--- config.mk ---
export PLATFORM = sky130hd
export DESIGN_NAME = dense_neuron_requantize
export DESIGN_NICKNAME = d
export VERILOG_FILES = /design/src/rtl/core/dnr_pkg.sv /design/src/rtl/core/dense_neuron_requantize.sv /design/src/rtl/core/dnr_mul32.sv
export VERILOG_INCLUDE_DIRS = /design/src /design/src/rtl/core
export SDC_FILE = /design/constraint.sdc
export NUM_CORES = 2
export LEC_CHECK = 0
export BUFFER_PORTS_ARGS = -buffer_cell sky130_fd_sc_hd__buf_2
export CORE_AREA = 8 8 261 388
export CTS_CLUSTER_SIZE = 14
export DETAILED_ROUTE_END_ITERATION = 16
export DIE_AREA = 0 0 269 396
export MAX_ROUTING_LAYER = met4
export PLACE_DENSITY = 0.81
export SKIP_LAST_GASP = 1
export SLEW_MARGIN = 0
export SYNTH_ARGS = -nofsm -noshare
export SYNTH_HDL_FRONTEND = slang
export SYNTH_HIERARCHICAL = 1
export SYNTH_SLANG_ARGS = --single-unit
--- constraint.sdc ---
create_clock -name clock -period 10.4 [get_ports clock]
set_clock_uncertainty 0.15 [all_clocks]
set_input_delay 1.56 -clock clock [delete_from_list [all_inputs] [get_ports clock]]
set_output_delay 1.56 -clock clock [all_outputs]
set_load 0.05 [all_outputs]
--- src/rtl/core/dense_neuron_requantize_assert.svh ---
// Assertion macros shared by the dense neuron requantizer RTL.
`ifndef DENSE_NEURON_REQUANTIZE_ASSERT_SVH
`define DENSE_NEURON_REQUANTIZE_ASSERT_SVH

// Same-cycle implication: when ante holds, cons must hold too.
`define DNR_ASSERT_SAME(lbl, clk, rst, ante, cons, msg) \
   lbl: assert property (@(posedge clk) disable iff (rst) (ante) |-> (cons)) \
      else $error(msg);

// Next-cycle implication: when ante holds, cons must hold in the next cycle.
`define DNR_ASSERT_NEXT(lbl, clk, rst, ante, cons, msg) \
   lbl: assert property (@(posedge clk) disable iff (rst) (ante) |=> (cons)) \
      else $error(msg);

`endif

--- src/rtl/core/dnr_pkg.sv ---
`timescale 1ns / 1ps

package dnr_pkg;

   localparam int WEIGHT_WIDTH     = 16;
   localparam int ACT_WIDTH        = 16;
   localparam int BIAS_WIDTH       = 32;
   localparam int OUT_WIDTH        = 16;
   localparam int ACC_WIDTH        = 64;
   localparam int MUL_WIDTH        = 32;
   localparam int MULT_WIDTH       = 32;
   localparam int SHIFT_WIDTH      = 6;
   localparam int CSR_INDEX_WIDTH  = 2;
   localparam int CSR_DATA_WIDTH   = 32;

   localparam logic signed [MULT_WIDTH-1:0] MULT_RESET  = 32'sd1;
   localparam logic [SHIFT_WIDTH-1:0]       SHIFT_RESET = 6'd16;
   localparam logic                         RELU_RESET  = 1'b1;

   localparam logic signed [OUT_WIDTH-1:0]  OUT_MAX = 16'sh7fff;
   localparam logic signed [OUT_WIDTH-1:0]  OUT_MIN = 16'sh8000;

   typedef enum logic [CSR_INDEX_WIDTH-1:0] {
      CSR_REQUANT_MULT = 2'd0,
      CSR_SHIFT_AMOUNT = 2'd1,
      CSR_RELU_ENABLE  = 2'd2
   } csr_index_type;

   typedef enum logic [2:0] {
      S_IDLE,
      S_MAC,
      S_ACC,
      S_RQ_LO,
      S_RQ_HI,
      S_MERGE,
      S_BIAS,
      S_SHIFT
   } state_type;

endpackage

--- src/rtl/core/dense_neuron_requantize.sv ---
`timescale 1ns / 1ps
// Channel   Direction  Handshake            Payload
// req       in         req_valid/req_stall  req_weight, req_activation, req_bias_value,
//                                           req_last_term
// rsp       out        rsp_valid/rsp_stall  rsp_neuron_out
// csr       in         csr_valid/csr_ready  csr_index, csr_data
//
// A term that is not last passes through multiply and accumulate, then back to idle.
// A last term also runs the 64x32 scaling as two passes through
// the one registered 32x32 multiplier, then merge, bias add and shift/saturate.
// The block takes no new request until the sequencer is back in idle.
// Synchronous active-high reset clears the sequencer, accumulator and rsp_valid, and loads the CSR reset values.
// A stalled result holds in the output register; a following result waits for it.
`include "dense_neuron_requantize_assert.svh"

module dense_neuron_requantize (
   input  logic                                       clock,
   input  logic                                       reset,
   input  logic                                       req_valid,
   output logic                                       req_stall,
   input  logic signed [dnr_pkg::WEIGHT_WIDTH-1:0]    req_weight,
   input  logic signed [dnr_pkg::ACT_WIDTH-1:0]       req_activation,
   input  logic signed [dnr_pkg::BIAS_WIDTH-1:0]      req_bias_value,
   input  logic                                       req_last_term,
   output logic                                       rsp_valid,
   input  logic                                       rsp_stall,
   output logic signed [dnr_pkg::OUT_WIDTH-1:0]       rsp_neuron_out,
   input  logic                                       csr_valid,
   output logic                                       csr_ready,
   input  logic [dnr_pkg::CSR_INDEX_WIDTH-1:0]        csr_index,
   input  logic [dnr_pkg::CSR_DATA_WIDTH-1:0]         csr_data
);
   import dnr_pkg::*;

   state_type state_ff, state_in;

   logic signed [MULT_WIDTH-1:0]    mult_ff;
   logic [SHIFT_WIDTH-1:0]          shift_ff;
   logic                            relu_ff;

   logic [WEIGHT_WIDTH-1:0]         weight_ff;
   logic [ACT_WIDTH-1:0]            act_ff;
   logic [BIAS_WIDTH-1:0]           bias_ff;
   logic                            last_ff;

   logic [ACC_WIDTH-1:0]            acc_ff, acc_in;
   logic [ACC_WIDTH-1:0]            t_ff, t_in;

   logic                            rsp_valid_ff, rsp_valid_in;
   logic signed [OUT_WIDTH-1:0]     rsp_data_ff, rsp_data_in;

   logic [MUL_WIDTH-1:0]            mul_a, mul_b;
   logic [2*MUL_WIDTH-1:0]          mul_p;

   logic                            req_take;
   logic                            rsp_free;
   logic [MUL_WIDTH-1:0]            hi_word;
   logic [ACC_WIDTH-1:0]            bias_term;
   logic [ACC_WIDTH-1:0]            round_term;
   logic signed [ACC_WIDTH-1:0]     shifted;
   logic                            too_big;
   logic                            too_small;

   dnr_mul32 u_mul (
      .clock   (clock),
      .op_a    (mul_a),
      .op_b    (mul_b),
      .product (mul_p)
   );

   assign req_take  = req_valid && !req_stall;
   assign rsp_free  = !rsp_valid_ff || !rsp_stall;
   assign csr_ready = 1'b1;

   // next state
   always_comb begin
      state_in = state_ff;
      unique case (state_ff)
         S_IDLE:  if (req_take) state_in = S_MAC;
         S_MAC:   state_in = S_ACC;
         S_ACC:   state_in = last_ff ? S_RQ_LO : S_IDLE;
         S_RQ_LO: state_in = S_RQ_HI;
         S_RQ_HI: state_in = S_MERGE;
         S_MERGE: state_in = S_BIAS;
         S_BIAS:  state_in = S_SHIFT;
         S_SHIFT: if (rsp_free) state_in = S_IDLE;
         default: state_in = S_IDLE;
      endcase
   end

   // sequencer outputs: multiplier operand select and input stall
   always_comb begin
      req_stall = 1'b1;
      mul_a     = '0;
      mul_b     = '0;
      unique case (state_ff)
         S_IDLE: req_stall = 1'b0;
         S_MAC: begin
            mul_a = {{(MUL_WIDTH-WEIGHT_WIDTH){weight_ff[WEIGHT_WIDTH-1]}}, weight_ff};
            mul_b = {{(MUL_WIDTH-ACT_WIDTH){act_ff[ACT_WIDTH-1]}}, act_ff};
         end
         S_RQ_LO: begin
            mul_a = acc_ff[MUL_WIDTH-1:0];
            mul_b = mult_ff;
         end
         S_RQ_HI: begin
            mul_a = acc_ff[ACC_WIDTH-1:MUL_WIDTH];
            mul_b = mult_ff;
         end
         default: begin
            mul_a = '0;
            mul_b = '0;
         end
      endcase
   end

   // upper word of the scaled sum; a negative multiplier subtracts the low word once
   assign hi_word = mul_p[MUL_WIDTH-1:0]
                    - (mult_ff[MULT_WIDTH-1] ? acc_ff[MUL_WIDTH-1:0] : {MUL_WIDTH{1'b0}});

   assign bias_term  = {{(ACC_WIDTH-BIAS_WIDTH){bias_ff[BIAS_WIDTH-1]}}, bias_ff} << shift_ff;
   assign round_term = (ACC_WIDTH'(1) << shift_ff) >> 1;

   assign shifted   = $signed(t_ff) >>> shift_ff;
   assign too_big   = !shifted[ACC_WIDTH-1] && (|shifted[ACC_WIDTH-2:OUT_WIDTH-1]);
   assign too_small = shifted[ACC_WIDTH-1] && !(&shifted[ACC_WIDTH-2:OUT_WIDTH-1]);

   always_comb begin
      acc_in = acc_ff;
      t_in   = t_ff;
      unique case (state_ff)
         S_ACC: begin
            acc_in = acc_ff + {{(ACC_WIDTH-MUL_WIDTH){mul_p[MUL_WIDTH-1]}},
                               mul_p[MUL_WIDTH-1:0]};
         end
         S_RQ_HI: t_in = mul_p;
         S_MERGE: t_in = t_ff + {hi_word, {MUL_WIDTH{1'b0}}};
         S_BIAS: begin
            // rounding bit lies below the bias shift, so OR replaces an add
            t_in   = t_ff + (bias_term | round_term);
            acc_in = '0;
         end
         default: begin
            acc_in = acc_ff;
            t_in   = t_ff;
         end
      endcase
   end

   always_comb begin
      rsp_valid_in = rsp_valid_ff;
      rsp_data_in  = rsp_data_ff;
      if (rsp_valid_ff && !rsp_stall) begin
         rsp_valid_in = 1'b0;
      end
      if (state_ff == S_SHIFT && rsp_free) begin
         rsp_valid_in = 1'b1;
         priority if (relu_ff && shifted[ACC_WIDTH-1]) begin
            rsp_data_in = '0;
         end else if (too_big) begin
            rsp_data_in = OUT_MAX;
         end else if (too_small) begin
            rsp_data_in = OUT_MIN;
         end else begin
            rsp_data_in = shifted[OUT_WIDTH-1:0];
         end
      end
   end

   always_ff @(posedge clock) begin
      if (reset) begin
         state_ff     <= S_IDLE;
         rsp_valid_ff <= 1'b0;
         acc_ff       <= '0;
         mult_ff      <= MULT_RESET;
         shift_ff     <= SHIFT_RESET;
         relu_ff      <= RELU_RESET;
      end else begin
         state_ff     <= state_in;
         rsp_valid_ff <= rsp_valid_in;
         acc_ff       <= acc_in;
         if (csr_valid && csr_ready) begin
            unique case (csr_index)
               CSR_REQUANT_MULT: mult_ff  <= csr_data[MULT_WIDTH-1:0];
               CSR_SHIFT_AMOUNT: shift_ff <= csr_data[SHIFT_WIDTH-1:0];
               CSR_RELU_ENABLE:  relu_ff  <= csr_data[0];
               default:          relu_ff  <= relu_ff;
            endcase
         end
      end
   end

   always_ff @(posedge clock) begin
      if (req_take) begin
         weight_ff <= req_weight;
         act_ff    <= req_activation;
         bias_ff   <= req_bias_value;
         last_ff   <= req_last_term;
      end
      t_ff        <= t_in;
      rsp_data_ff <= rsp_data_in;
   end

   assign rsp_valid      = rsp_valid_ff;
   assign rsp_neuron_out = rsp_data_ff;

   `DNR_ASSERT_SAME(a_acc_clear_at_out, clock, reset, state_ff == S_SHIFT, acc_ff == '0,
      "accumulator not cleared before result")
   `DNR_ASSERT_SAME(a_rsp_from_shift, clock, reset, $rose(rsp_valid_ff),
      $past(state_ff) == S_SHIFT, "result appeared outside the shift step")
   `DNR_ASSERT_NEXT(a_hold_when_blocked, clock, reset,
      state_ff == S_SHIFT && rsp_valid_ff && rsp_stall, state_ff == S_SHIFT,
      "result step left while output register still full")
   `DNR_ASSERT_NEXT(a_nonlast_returns, clock, reset, state_ff == S_ACC && !last_ff,
      state_ff == S_IDLE && !$rose(rsp_valid_ff), "non-last term produced a result")

endmodule

--- src/rtl/core/dnr_mul32.sv ---
`timescale 1ns / 1ps

module dnr_mul32 (
   input  logic                              clock,
   input  logic [dnr_pkg::MUL_WIDTH-1:0]     op_a,
   input  logic [dnr_pkg::MUL_WIDTH-1:0]     op_b,
   output logic [2*dnr_pkg::MUL_WIDTH-1:0]   product
);
   import dnr_pkg::*;

   logic [2*MUL_WIDTH-1:0] product_ff;
   logic [2*MUL_WIDTH-1:0] product_in;

   // unsigned full product; callers handle sign by extension or correction
   assign product_in = {{MUL_WIDTH{1'b0}}, op_a} * {{MUL_WIDTH{1'b0}}, op_b};

   always_ff @(posedge clock) begin
      product_ff <= product_in;
   end

   assign product = product_ff;

endmodule

==> run metrics <==
status=finished, final reports clean; Cell Pwr Density=109 nW/µm²; P&R area growth vs syn=5.33%; vias per cell=6.61; cts-stage hold buffer count=0; drt drc=0; die height=396 µm; crit end category=register; Detailed Place HPWL=195000 µm; Layout fillers=approximately 7500; Rows=139; Final Max Slew Viols=0; TritonCTS buffer count=38; DR pass1 iterations=8; Critical R2R Launch=state_ff[0]; Crit path arrival time=10.45 ns; total negative setup slack=0 ns; Hold EP=mult_ff[12]; R2R setup slack=~0.33 ns; Max stage delay on crit path=roughly 0.74 ns; hold crit path type=reg -> reg; CTS tree=yes; hold_sp=mult_ff[12]; WL final=roughly 250000 µm; Synth Warn #=6; Fmax achieved=0.0993 GHz; largest net degree at the start of global routing=71; via count=between 50000 and 60000; Synth Flop Type=dfxtp_1; EDFF count, synth=about 150; minimum clock period=10.07 ns; RSZ-0062 raised after global routing=false; Worst-path clk slew=0.07 ns; Synth Area per Inst=8.59 µm²; DP Area=63400 µm²; Final Cell Area=~65000 µm²; Distinct cells, synth=96; Critical Path RT=10.79 ns; GPL Wtd Cong=1.11; Worst Reg-to-Reg Cells=25; Multi-input gate area=slightly below 50000 µm²; Post-CTS Setup Bufs=0; Initial DRC Count=around 5000; critical path's top delay family=adder cells; Final setup viols=0; dominant cells by area after synthesis=fa_1 29%, ha_1 9.3%, edfxtp_1 7.1%; clock sinks=316; # IOs=123; Total GRT Usage=47.3%; nets=around 8500; Mapped Area=approximately 60000 µm²; Worst-Margin Slew=1.45 ns; Max VDD drop=126 µV; layout cells sized above 1=7.45%; clk root buf=clkbuf_16; final worst-path cycle share=96.8%; Mapped Cells=7167; Die X=roughly 270 µm; FF+latch count, synth=316; CTS H-tree lvls=2; Synth Net Count=8628; Setup Crit Path Kind=reg -> reg; post-cts resize count=0; core footprint=95500 µm²; FF/Latch Area=~7800 µm²; sequential area share after synthesis=about an eighth; CTS Buffer Depth=3; r2r endpoint=u_mul/product[63]; initial antenna violation count=27; total gr overflow=0; maxcap violations=0; Crit-path slowest cell=a21o_1; endpoints failing hold=0; Yosys top cell by area=fa_1; Static Leak=30.5 nW; Final ANT Viol Nets=0; vias in the first global route=58300; clock latency on the worst-skew pair=roughly 0.64 ns; wire per inst=29.3 µm; element type at the critical path start=register; Slew headroom=3.38%; Initial Utilization=64.5%; Min-Delay Path Depth=2; Buf/Inv on CP=3; first-pass GRT wire length=360000 µm; die area=107000 µm²; CP max FO=20; top-area cell type share of the netlist area=29.3%; Async SR Flop Fraction=0%; CP dominant cell by count=fa_1; IO Port Bufs=121
-- worst reg2reg max path: stages (launching register included) --
cell	delay, ns
dfxtp_1	0.69
nand2_1	0.22
o21bai_4	0.58
buf_12	0.24
a21o_1	0.75
and2_1	0.29
fa_1	0.45
fa_1	0.51
inv_1	0.05
fa_1	0.46
fa_1	0.63
inv_1	0.10
fa_1	0.56
fa_1	0.42
fa_1	0.51
fa_1	0.42
ha_1	0.64
nand4_1	0.37
or3_1	0.45
or3_1	0.36
a31oi_1	0.20
nor2_1	0.13
o211ai_1	0.24
o21ai_0	0.14
and3_1	0.20
nor3_1	0.20
-- cell type report --
type	instances	area share, %
diodes	26	0.100
flip-flops and latches	316	12.0
inverters	931	5.39
well taps	1269	2.45
repair buffers	274	2.82
clock inverters	28	0.567
multi-input cells	5495	75.1
clock buffers	42	1.50
-- worst max-delay path by stage --
stage                           start                end  slack (ns)  cells after the start
after floorplan           state_ff[1]  u_mul/product[61]        1.61                     32
after CTS                 state_ff[0]  u_mul/product[61]        0.64                     27
after global placement    state_ff[0]  u_mul/product[61]        0.94                     27
final                     state_ff[0]  u_mul/product[63]        0.33                     25
after detailed placement  state_ff[0]  u_mul/product[61]        0.67                     27
after global routing      state_ff[0]  u_mul/product[63]        0.01                     26
-- synth_stat cells (16+ instances only) --
cell type	instances
a22o_1	21
clkbuf_1	345
a211o_1	16
or2_2	16
a21oi_1	406
mux2i_1	115
mux4_1	16
nor2_1	340
o211ai_1	34
a31oi_1	51
fa_1	900
nor4_1	17
nand3_1	67
o21a_1	30
o21ai_0	328
inv_1	929
a22oi_1	49
xnor2_1	140
o21bai_1	42
a21o_1	127
mux2_2	29
dfxtp_1	171
mux4_2	59
o21ai_1	17
nand4_1	46
and2_1	622
ha_1	457
edfxtp_1	145
nand2b_1	39
nor3_1	59
buf_2	25
a221oi_1	16
nand2_1	1023
and3_1	32
buf_1	30
a211oi_1	51
xor2_1	81
o22ai_1	20
nor2b_1	33
-- flip-flops by register name, indices dropped and copies added (netlist names) --
name,flops
acc_ff,64
act_ff,16
bias_ff,32
last_ff,1
mult_ff,32
relu_ff,1
rsp_neuron_out,16
rsp_valid,1
shift_ff,6
state_ff,3
t_ff,64
u_mul/product,64
weight_ff,16
-- cell families after synthesis --
| logic type | Yosys count | synth area share (%) |
|---|---|---|
| buffers and inverters | 1356 | 8.54 |
| AO/OA/AOI/OAI | 1346 | 13.7 |
| XOR/XNOR | 221 | 3.14 |
| adder cells (fa/ha/maj) | 1357 | 38.5 |
| multiplexers | 219 | 5.24 |
| flip-flops | 316 | 12.6 |
| other | 1 | 0.00609 |
| AND/OR/NAND/NOR | 2351 | 18.2 |
-- layout by cell type, fill, tap and decap left out, drive strengths merged, types with 46 or more instances in the layout --
master	Yosys	final
nand2	1023	1023
inv	930	934
fa	900	900
and2	625	625
ha	457	457
a21oi	407	407
o21ai	346	346
nor2	340	340
buf	75	274
dfxtp	171	171
edfxtp	145	145
xnor2	140	140
a21o	132	132
mux2i	115	115
xor2	81	81
mux4	75	75
nand3	67	67
nor3	59	59
a31oi	51	51
a211oi	51	51
a22oi	49	49
nand4	46	46
-- power by group --
part / switching [W] / leakage, nW / internal [W]
logic: 0.00261 / 27.1 / 0.00136
clock network: 0.000666 / 0.654 / 0.000843
registers: 0.000166 / 2.75 / 0.00142
total: 0.00345 / 30.5 / 0.00363
-- per-layer routing --
metal  track usage, %  wire length (µm)
met1             44.2             72700
met2             76.3            117000
met3             11.1             21700
met4             49.9             34000
met5                -                 0
-- stage by stage --
| stage | instances | setup slack, ns | util [%] | hold slack [ns] | power (W) |
|---|---|---|---|---|---|
| after floorplan | 7167 | 1.61 | - | 0.286 | 0.00404 |
| after global placement | 8285 | 0.940 | 66.4 | 0.293 | 0.00537 |
| after detailed placement | 8285 | 0.675 | 66.4 | 0.300 | 0.00541 |
| after CTS | 8355 | 0.644 | 67.9 | 0.318 | 0.00691 |
| after global routing | 8374 | 0.0104 | 67.9 | 0.338 | 0.00734 |
| final | 8381 | 0.334 | 67.9 | 0.322 | 0.00707 |
(Power assumes the default switching activity.)
